--- src/rtl/bddp_pkg.sv ---
package bddp_pkg;

  localparam int LimitW  = 7;
  localparam int WindowW = 16;
  localparam int StateW  = 3;
  localparam int CfgIdxW = 1;
  localparam int CfgDataW = WindowW;

  localparam logic [LimitW-1:0]  LimitReset  = 7'd10;
  localparam logic [WindowW-1:0] WindowReset = 16'd0;

  localparam logic [CfgIdxW-1:0] RegDebounceLimit = 1'd0;
  localparam logic [CfgIdxW-1:0] RegDoubleWindow  = 1'd1;

  localparam logic [StateW-1:0] ST_WAIT_PUSH        = 3'd0;
  localparam logic [StateW-1:0] ST_WAIT_RELEASE     = 3'd1;
  localparam logic [StateW-1:0] ST_WAIT_DBL_PUSH    = 3'd2;
  localparam logic [StateW-1:0] ST_WAIT_DBL_RELEASE = 3'd3;
  localparam logic [StateW-1:0] ST_DBL_HOLDOFF      = 3'd4;
  localparam logic [StateW-1:0] ST_TIMEOUT          = 3'd5;
  localparam logic [StateW-1:0] ST_PUSH_RESET       = 3'd6;

  typedef struct packed {
    logic filtered;
    logic push;
    logic release_ev;
    logic dbl;
    logic irq;
  } result_t;

endpackage

--- src/rtl/button_debounce_double_push.sv ---
// Channel  | Handshake            | Payload
// ---------+----------------------+------------------------------------------
// in       | in_valid / in_ready  | switch_pressed
// out      | out_valid / out_ready| filtered_pressed, push_event,
//          |                      | release_event, double_push_event, irq_pulse
// cfg      | cfg_write            | cfg_index, cfg_data
//
// One request per clock unless out is stalled: the state update and the
// result are one level of logic between the state and output registers.
// A result appears on out in the cycle after its request is accepted.
// Reset clears the state machine and counters and loads the register defaults
// (limit 10, window 0); no result is pending after reset.
// While out is stalled the output register holds and in_ready is low; a new
// request is taken in the same cycle the pending result is taken.
module button_debounce_double_push (
  input  logic                          clk,
  input  logic                          rst,
  input  logic                          in_valid,
  output logic                          in_ready,
  input  logic                          switch_pressed,
  output logic                          out_valid,
  input  logic                          out_ready,
  output logic                          filtered_pressed,
  output logic                          push_event,
  output logic                          release_event,
  output logic                          double_push_event,
  output logic                          irq_pulse,
  input  logic                          cfg_write,
  input  logic [bddp_pkg::CfgIdxW-1:0]  cfg_index,
  input  logic [bddp_pkg::CfgDataW-1:0] cfg_data
);
  import bddp_pkg::*;

  logic [LimitW-1:0]  limit;
  logic [WindowW-1:0] window;
  logic [StateW-1:0]  state, state_next;
  logic [WindowW-1:0] win_cnt, win_cnt_next;
  logic [WindowW-1:0] hold_cnt, hold_cnt_next;
  logic [LimitW-1:0]  deb_cnt, deb_cnt_next;
  logic               filt, filt_next;
  logic               accept;
  result_t            res, res_next;

  logic [StateW-1:0]  st_cur;
  logic               win_over;
  logic [WindowW-1:0] win_inc;
  logic [LimitW-1:0]  deb_s;
  logic               filt_s;

  assign accept   = in_valid && in_ready;
  assign in_ready = !out_valid || out_ready;

  // integrating debounce, committed only when the state samples the switch
  always_comb begin
    deb_s  = deb_cnt;
    filt_s = filt;
    if (switch_pressed) begin
      if (deb_cnt >= limit) begin
        deb_s  = limit;
        filt_s = 1'b1;
      end else begin
        deb_s = deb_cnt + 1'b1;
      end
    end else begin
      if (deb_cnt == '0) begin
        filt_s = 1'b0;
      end else begin
        deb_s = deb_cnt - 1'b1;
      end
    end
  end

  assign win_over = win_cnt > window;
  assign st_cur   = win_over ? ST_TIMEOUT : state;
  assign win_inc  = win_over ? win_cnt : win_cnt + 1'b1;

  always_comb begin
    state_next    = st_cur;
    win_cnt_next  = win_inc;
    hold_cnt_next = hold_cnt;
    deb_cnt_next  = deb_s;
    filt_next     = filt_s;
    res_next      = '0;
    case (st_cur)
      ST_WAIT_RELEASE: begin
        if (!filt_s) state_next = ST_WAIT_DBL_PUSH;
      end
      ST_WAIT_DBL_PUSH: begin
        if (filt_s) state_next = ST_WAIT_DBL_RELEASE;
      end
      ST_WAIT_DBL_RELEASE: begin
        if (!filt_s) begin
          win_cnt_next  = '0;
          hold_cnt_next = '0;
          state_next    = ST_DBL_HOLDOFF;
          res_next.dbl  = 1'b1;
          res_next.irq  = 1'b1;
        end
      end
      ST_DBL_HOLDOFF: begin
        // switch not sampled here
        deb_cnt_next = deb_cnt;
        filt_next    = filt;
        win_cnt_next = '0;
        if (hold_cnt > window) begin
          state_next = ST_WAIT_PUSH;
        end else begin
          hold_cnt_next = hold_cnt + 1'b1;
        end
      end
      ST_TIMEOUT: begin
        win_cnt_next  = '0;
        res_next.push = 1'b1;
        res_next.irq  = 1'b1;
        if (filt_s) begin
          state_next = ST_PUSH_RESET;
        end else begin
          state_next          = ST_WAIT_PUSH;
          res_next.release_ev = 1'b1;
        end
      end
      ST_PUSH_RESET: begin
        win_cnt_next = '0;
        if (!filt_s) begin
          state_next          = ST_WAIT_PUSH;
          res_next.release_ev = 1'b1;
          res_next.irq        = 1'b1;
        end
      end
      default: begin
        win_cnt_next = '0;
        state_next   = filt_s ? ST_WAIT_RELEASE : ST_WAIT_PUSH;
      end
    endcase
    res_next.filtered = filt_next;
  end

  always_ff @(posedge clk) begin
    if (rst) begin
      limit  <= LimitReset;
      window <= WindowReset;
    end else if (cfg_write) begin
      case (cfg_index)
        RegDebounceLimit: limit  <= cfg_data[LimitW-1:0];
        RegDoubleWindow:  window <= cfg_data[WindowW-1:0];
        default: ;
      endcase
    end
  end

  always_ff @(posedge clk) begin
    if (rst) begin
      state     <= ST_WAIT_PUSH;
      win_cnt   <= '0;
      hold_cnt  <= '0;
      deb_cnt   <= '0;
      filt      <= 1'b0;
      out_valid <= 1'b0;
    end else begin
      if (accept) begin
        state    <= state_next;
        win_cnt  <= win_cnt_next;
        hold_cnt <= hold_cnt_next;
        deb_cnt  <= deb_cnt_next;
        filt     <= filt_next;
      end
      if (accept) begin
        out_valid <= 1'b1;
      end else if (out_ready) begin
        out_valid <= 1'b0;
      end
    end
  end

  always_ff @(posedge clk) begin
    if (accept) res <= res_next;
  end

  assign filtered_pressed  = res.filtered;
  assign push_event        = res.push;
  assign release_event     = res.release_ev;
  assign double_push_event = res.dbl;
  assign irq_pulse         = res.irq;

`ifndef SYNTHESIS
  a_irq_on_event: assert property (@(posedge clk) disable iff (rst)
    out_valid && (push_event || release_event || double_push_event) |-> irq_pulse)
    else $error("event without irq");

  a_no_push_and_dbl: assert property (@(posedge clk) disable iff (rst)
    out_valid |-> !(push_event && double_push_event))
    else $error("push and double push together");

  a_timeout_push: assert property (@(posedge clk) disable iff (rst)
    accept && (state == ST_TIMEOUT || win_cnt > window) |=> push_event)
    else $error("timeout without push event");

  a_holdoff_no_sample: assert property (@(posedge clk) disable iff (rst)
    accept && state == ST_DBL_HOLDOFF && !(win_cnt > window) |=>
      $stable(filt) && $stable(deb_cnt))
    else $error("debounce advanced during hold-off");

  a_dbl_enters_holdoff: assert property (@(posedge clk) disable iff (rst)
    accept && res_next.dbl |=> state == ST_DBL_HOLDOFF && win_cnt == '0)
    else $error("double push did not enter hold-off");
`endif

endmodule
--- config.mk ---
export PLATFORM = sky130hd
export DESIGN_NAME = button_debounce_double_push
export DESIGN_NICKNAME = d
export VERILOG_FILES = /design/src/rtl/bddp_pkg.sv /design/src/rtl/button_debounce_double_push.sv
export SDC_FILE = /design/constraint.sdc
export NUM_CORES = 1
export LEC_CHECK = 0
export BUFFER_PORTS_ARGS = -buffer_cell sky130_fd_sc_hd__buf_2
export CAP_MARGIN = 20
export CORE_MARGIN = 3
export CORE_UTILIZATION = 47
export DETAILED_ROUTE_END_ITERATION = 7
export PLACE_DENSITY = 0.79
export SETUP_SLACK_MARGIN = 0.5
export SYNTH_ARGS = -nofsm -noshare
export SYNTH_HDL_FRONTEND = slang
export SYNTH_SLANG_ARGS = --single-unit
--- constraint.sdc ---
create_clock -name clk -period 2.8 [get_ports clk]
set_input_delay 0.14 -clock clk [delete_from_list [all_inputs] [get_ports clk]]
set_output_delay 0.14 -clock clk [all_outputs]
set_load 0.1 [all_outputs]
# --- Word-level counts from Yosys, hierarchy flattened ---
# Cells that the tools add are included.
totals:
  ff_bits: 72
  inputBits: 23
  out_inout_bits: 7
  wordCells: 71
op_classes:
  addsub: 4
  order_cmp: 3
  eq_ne: 9
  n_mux: 28
  bitwise_logic: 2
  n_reduce_logical: 12
op_table:
  columns: ["operator", "n"]
  rows:
  - ["16-bit two-way mux", 4]
  - ["16-bit case mux with 2 select lines", 2]
  - ["16-bit by 1-bit adder with 16-bit output (second input constant)", 2]
  - ["16-bit > comparator", 2]
  - ["3-bit two-way mux", 7]
  - ["7-bit two-way mux", 3]
  - ["3-bit case mux with 6 select lines", 1]
  - ["3-bit equality test (second input constant)", 3]
  - ["1-bit two-way mux", 9]
  - ["7-bit by 1-bit adder with 7-bit output (second input constant)", 1]
  - ["7-bit >= comparator", 1]
  - ["7-bit logical NOT", 1]
  - ["7-bit by 1-bit subtractor with 7-bit output (second input constant)", 1]
  - ["3-bit by 2-bit equality test with 1-bit output (second input constant)", 2]
  - ["2-bit != test (second input constant)", 3]
  - ["2-bit AND reduction", 2]
  - ["4-bit AND reduction", 1]
  - ["2-bit nonzero test", 2]
  - ["2-bit OR reduction", 2]
  - ["3-bit by 1-bit equality test with 1-bit output (second input constant)", 1]
  - ["1-bit case mux with 3 select lines", 1]
  - ["3-bit AND reduction", 1]
  - ["2-bit two-way mux", 1]
  - ["1-bit NOT", 2]
  - ["other kinds (3)", 3]

# --- Longest topological paths before layout ---
logic_depth:
  word_depth: 5
  depth_mapped: 11
  ltp_nobuf: 9

# --- Worst setup path after synthesis ---
# Ideal clock, no wire load.
synth_timing:
  path_kind: "register to register"
  start: "register out_valid"
  end: "register deb_cnt[2]"
  setup_ns: 0.095
  arrival_time_ns: 3.125
  t_required_ns: 2.705
  setup_slack_ns: -0.421
  stages_incl_launch_ff: 8
  n_path_buf: 1
  synth_period_minus_slack_ns: 3.221
  cell_sequence: "dfxtp_1 nand2b_1 nand2_1 clkbuf_1 nor2_1 a31oi_1 nor2_1 a221oi_1"
synth_between:
  elab_chain_cells: 4
synth_lines:
  columns: ["item", "line_no", "rtl"]
  rows:
  - ["start: declaration", "button_debounce_double_push.sv:21", "output logic out_valid,"]
  - ["start signal: assignment", "button_debounce_double_push.sv:158", "out_valid <= 1'b0;"]
  - ["start signal: assignment", "button_debounce_double_push.sv:168", "out_valid <= 1'b1;"]
  - ["start signal: assignment", "button_debounce_double_push.sv:170", "out_valid <= 1'b0;"]
  - ["1-bit logical NOT", "button_debounce_double_push.sv:51", "assign in_ready = !out_valid || out_ready;"]
  - ["1-bit logical OR", "button_debounce_double_push.sv:51", null]
  - ["net in_ready", "button_debounce_double_push.sv:19", "output logic in_ready,"]
  - ["1-bit logical AND", "button_debounce_double_push.sv:50", "assign accept = in_valid && in_ready;"]
  - ["3-bit AND reduction (no line)", null, null]
  - ["end signal: assignment", "button_debounce_double_push.sv:164", "deb_cnt <= deb_cnt_next;"]
  - ["end: declaration", "button_debounce_double_push.sv:39", "logic [LimitW-1:0] deb_cnt, deb_cnt_next;"]
# The timed path passes the listed nets, and every way through them passes these cells.
# A chain may end at the register's enable or synchronous reset.

# --- Final worst setup path ---
layout_timing:
  start: "register window[13]"
  end: "register hold_cnt[5]"
layout_between:
  elab_chain_cells: 5
  word_cells_on_any_way: 10
  classes_between: "order compare (2); eq/ne (4); mux (2); reduce/logical (2)"
layout_lines:
  columns: ["item", "line_no", "rtl"]
  rows:
  - ["start: declaration", "button_debounce_double_push.sv:35", "logic [WindowW-1:0] window;"]
  - ["start signal: assignment", "button_debounce_double_push.sv:141", "window <= WindowReset;"]
  - ["start signal: assignment", "button_debounce_double_push.sv:145", "RegDoubleWindow: window <= cfg_data[WindowW-1:0];"]
  - ["16-bit > comparator", "button_debounce_double_push.sv:73", "assign win_over = win_cnt > window;"]
  - ["3-bit two-way mux", "button_debounce_double_push.sv:74", "assign st_cur = win_over ? ST_TIMEOUT : state;"]
  - ["3-bit equality test or 3-bit by 2-bit equality test with 1-bit output (tied branches)", "button_debounce_double_push.sv:84", "case (st_cur)"]
  - ["2-bit != test (no line) or 2-bit nonzero test (tied branches)", null, null]
  - ["4-bit AND reduction (no line)", null, null]
  - ["end signal: assignment", "button_debounce_double_push.sv:163", "hold_cnt <= hold_cnt_next;"]
  - ["end: declaration", "button_debounce_double_push.sv:38", "logic [WindowW-1:0] hold_cnt, hold_cnt_next;"]
# Several ways; a longest one is shown, not always the timed one.

==> summary.md <==
| Metric | Value |
|---|---|
| Outcome | complete, but fails checks |
| Failing checks | setup timing |
| Worst vdd ir | between 0.4 and 0.5 mV |
| Wire length per cell | about 21 um |
| Final Power | slightly above 4000 uW |
| Synth-to-Final Area Change | 32.99% |
| Share of cells above drive strength 1 | 30.25% |
| Die Ht | approximately 100 um |
| Post-synthesis async set-or-reset flop share | 0% |
| Die footprint | about 11,000 um2 |
| Cells after Synth | 565 |
| Worst skew pair latency | 0.36 ns |
| Post-Syn Area | approximately 4500 um2 |
| P_sw | between 1500 and 2000 uW |
| Reg power frac | a little under a third |
| RSZ-0062 raised after global routing | true |
| Crit path time final | 2.802 ns |
| Cell row count | 35 |
| Worst setup margin | -0.001846 ns |
| Largest family of logic cells by synthesized area | simple AND/OR/NAND/NOR gates |
| Worst-Margin Slew | 0.7394 ns |
| Mean Syn Cell Area | roughly 8.0 um2 |
| CP required | between 3 and 4 ns |
| Fmax | approximately 360 MHz |
| Dpl ws | -0.05657 ns |
| Most frequent cells in the layout | nand2_1, a21oi_1, dfxtp_1 |
| HPWL after detailed placement | 8.758 mm |
| Ys flop type | dfxtp_1 |
| Switching share of power | between 40 and 50% |
| Die W | between 100 and 150 um |
| Total GRT Usage | between 20% and 30% |
| Vias in the first global route | roughly 4,600 |
| WS Path Type | reg2reg |
| Worst-case clock skew | 0.01629 ns |
| Hold Crit Start | cfg_data[10] |
| Final Max Slew Viols | 0 |
| CTS Buffer Depth | 2 |
| First-pass GRT wire length | 22.65 mm |
| Final nets | 700 |
| #FFs+latches synth | 72 |
| Hold EP | window[10]$_SDFFE_PP0P_ |
| Root buf cell | clkbuf_8 |
| Worst slew margin | just over 50% |
| Initial antenna violation count | 0 |
| # clock sinks | 72 |
| Final GP Congestion | roughly 0.95 |
| Commonest non-fill, non-tap cell in the layout | nand2_1 |
| Gr ovfl total | 0 |
| Multiplexer share of the synthesized area | 0.6885% |
| CTS tree | built |
| Worst R2R Path Depth | 10 |
| Maximum fanout along the worst path | 6 |
| YS warnings | 0 |
| Leak | 0.002270 uW |
| Synth unique cells | 63 |
| Total of max-cap violations | 0 |
| Initial core utilization | between 40% and 50% |
| Endpoint class of the critical path | register |
| Hold Fails Final Rpt | 0 |
| Core ar. | a little over 9000 um2 |
| Clock share of power | approximately 25% |
| Ports | 30 |
| Seq/Total Area, Yosys | 32.83% |
| Synth Area in Compound Gates | a little over a fifth |
| P per Cell Area | about 670 nW/um2 |
| Maximum number of pins on one net before global-route repair | 36 |
| Combinational group share of total power | a little under half |
| Drt pass-1 iters | 6 |
| CTS buffer count | 9 |
| Net Count, Synth | approximately 630 |
| Antenna Cells | 0 |
| Xor and xnor fraction of the mapped netlist area | 2.892% |
| R2R Path End | hold_cnt[5]$_SDFFE_PP0P_ |
| Worst hold stages | 3 |
| Total wire length | about 16 mm |
| Crit. Startpoint | window[13]$_SDFFE_PP0P_ |
| Port bufs | 29 |
| Clk pin slew, worst setup/hold paths | around 0.080 ns |
| Nature of the critical path startpoint | register |
| Crit share post-route | 100.1% |
| Iteration-0 DRC Markers | roughly 620 |
| Vias per inst | roughly 6.5 |
| Via count | ~5,000 |
| Hold WC Path Type | in2reg |
| EDFF count, synth | 5 |
| Pint | between 2000 and 2500 uW |
| Arr. time, crit path | around 3 ns |
| Clock H-tree levels | 3 |
| Synth Area in Adders | 12.12% |
| Final ANT Viol Nets | 0 |
| Post-Synth Simple-Gate Area | a little under a quarter |
| Residual DRC count | 0 |
| Reg-to-Reg Start | window[13]$_SDFFE_PP0P_ |
| Register-to-register setup slack | -0.002 ns |
| Final setup viols | 1 |
-- Yosys cell counts, types with 6 or more instances --
cell,n,area (um2)
nand2_1,87,326.6
a21oi_1,70,350.3
dfxtp_1,67,1341
ha_1,44,550.5
inv_1,41,153.9
nor2_1,36,135.1
clkbuf_1,19,71.32
nand4_1,19,118.9
o31ai_1,13,97.59
xnor2_1,13,113.9
nand3_1,12,60.06
or4_1,12,90.09
and3_1,7,43.79
o21ai_1,7,35.03
a2111oi_0,6,52.55
a211oi_1,6,45.04
nor3_1,6,30.03
-- logic make-up (layout without fill, tap and decap cells) --
| family | count (synthesis) | count (layout) |
|---|---|---|
| xor+xnor | 15 | 15 |
| compound gates | 150 | 151 |
| buf+inv | 70 | 141 |
| fa+ha+maj | 44 | 44 |
| simple gates | 211 | 212 |
| mux | 3 | 3 |
| flops | 72 | 72 |
-- cell type report --
class	count	area (um2)
clock buffer	12	165.2
clock inverter	4	75.07
fill	659	3286
inverter	42	162.7
multi-input combinational	425	3356
sequential	72	1511
tap	129	161.4
timing repair buffer	83	610.6
-- sequential cells by signal, indices dropped and copies added, names as in the netlist, 3 cells and up --
register / count
window: 16
state: 3
win_cnt: 16
hold_cnt: 16
deb_cnt: 7
limit: 7
-- per-stage QoR --
stage               utilization (%)  instance area (um2)  hold slack, ns    TNS, ns  instances
finish                        64.78                 6042        0.009203  -0.001846        767
global route                  64.78                 6042         0.01743    -0.3029        767
global placement              54.00                 5037          0.3766          0        718
detailed placement            54.00                 5037          0.3816   -0.05657        718
floorplan                         -                 4713          0.2619          0        565
CTS                           61.62                 5748        0.001664          0        754
-- per-layer routing --
layer / vias up / part of all wire (%) / track usage [%]
met5: - / 0 / 0
met4: 0 / 6.7 / 11.11
met3: 115 / 11 / 5.835
met2: 400 / 46 / 42.57
met1: 2264 / 37 / 31.74
li1: 2211 / - / -
-- worst max-delay path: stages, from the launching register on --
cell and delay (ns):
dfxtp_2 0.33, inv_2 0.09, ha_4 0.22, a21oi_2 0.17, o21ai_1 0.09, or4_4 0.52
a211o_4 0.33, buf_6 0.15, a21oi_4 0.18, or4b_1 0.49, a21oi_1 0.15
-- worst max path at each step --
stage                               endpoint  slack, ns  cells after the start
floorplan           hold_cnt[2]$_SDFFE_PP0P_       0.32                      9
global placement     deb_cnt[2]$_SDFFE_PP0P_       0.14                     10
detailed placement   deb_cnt[2]$_SDFFE_PP0P_      -0.06                     10
CTS                 hold_cnt[4]$_SDFFE_PP0P_       0.13                     11
global route        hold_cnt[5]$_SDFFE_PP0P_      -0.06                     11
finish              hold_cnt[5]$_SDFFE_PP0P_     -0.002                     10
-- power by group through the flow --
stage / combinational [uW] / clock [uW] / sequential (uW)
finish: 1820 / 997 / 1210
global route: 1920 / 1030 / 1220
CTS: 1470 / 993 / 1200
detailed placement: 1280 / 0 / 1220
global placement: 1240 / 0 / 1220
floorplan: 887 / 0 / 1310
-- timing repair --
action | in CTS | in global routing
setup endpoints to repair | 48 | 48
resized for setup | 68 | 37
buffers inserted | 15 | 11
hold endpoints to repair | 2 | 0
gates cloned | 3 | 1
pin swaps | 29 | 21
hold buffers | 2 | 0
Note: power is estimated with default switching activity, not from simulation.
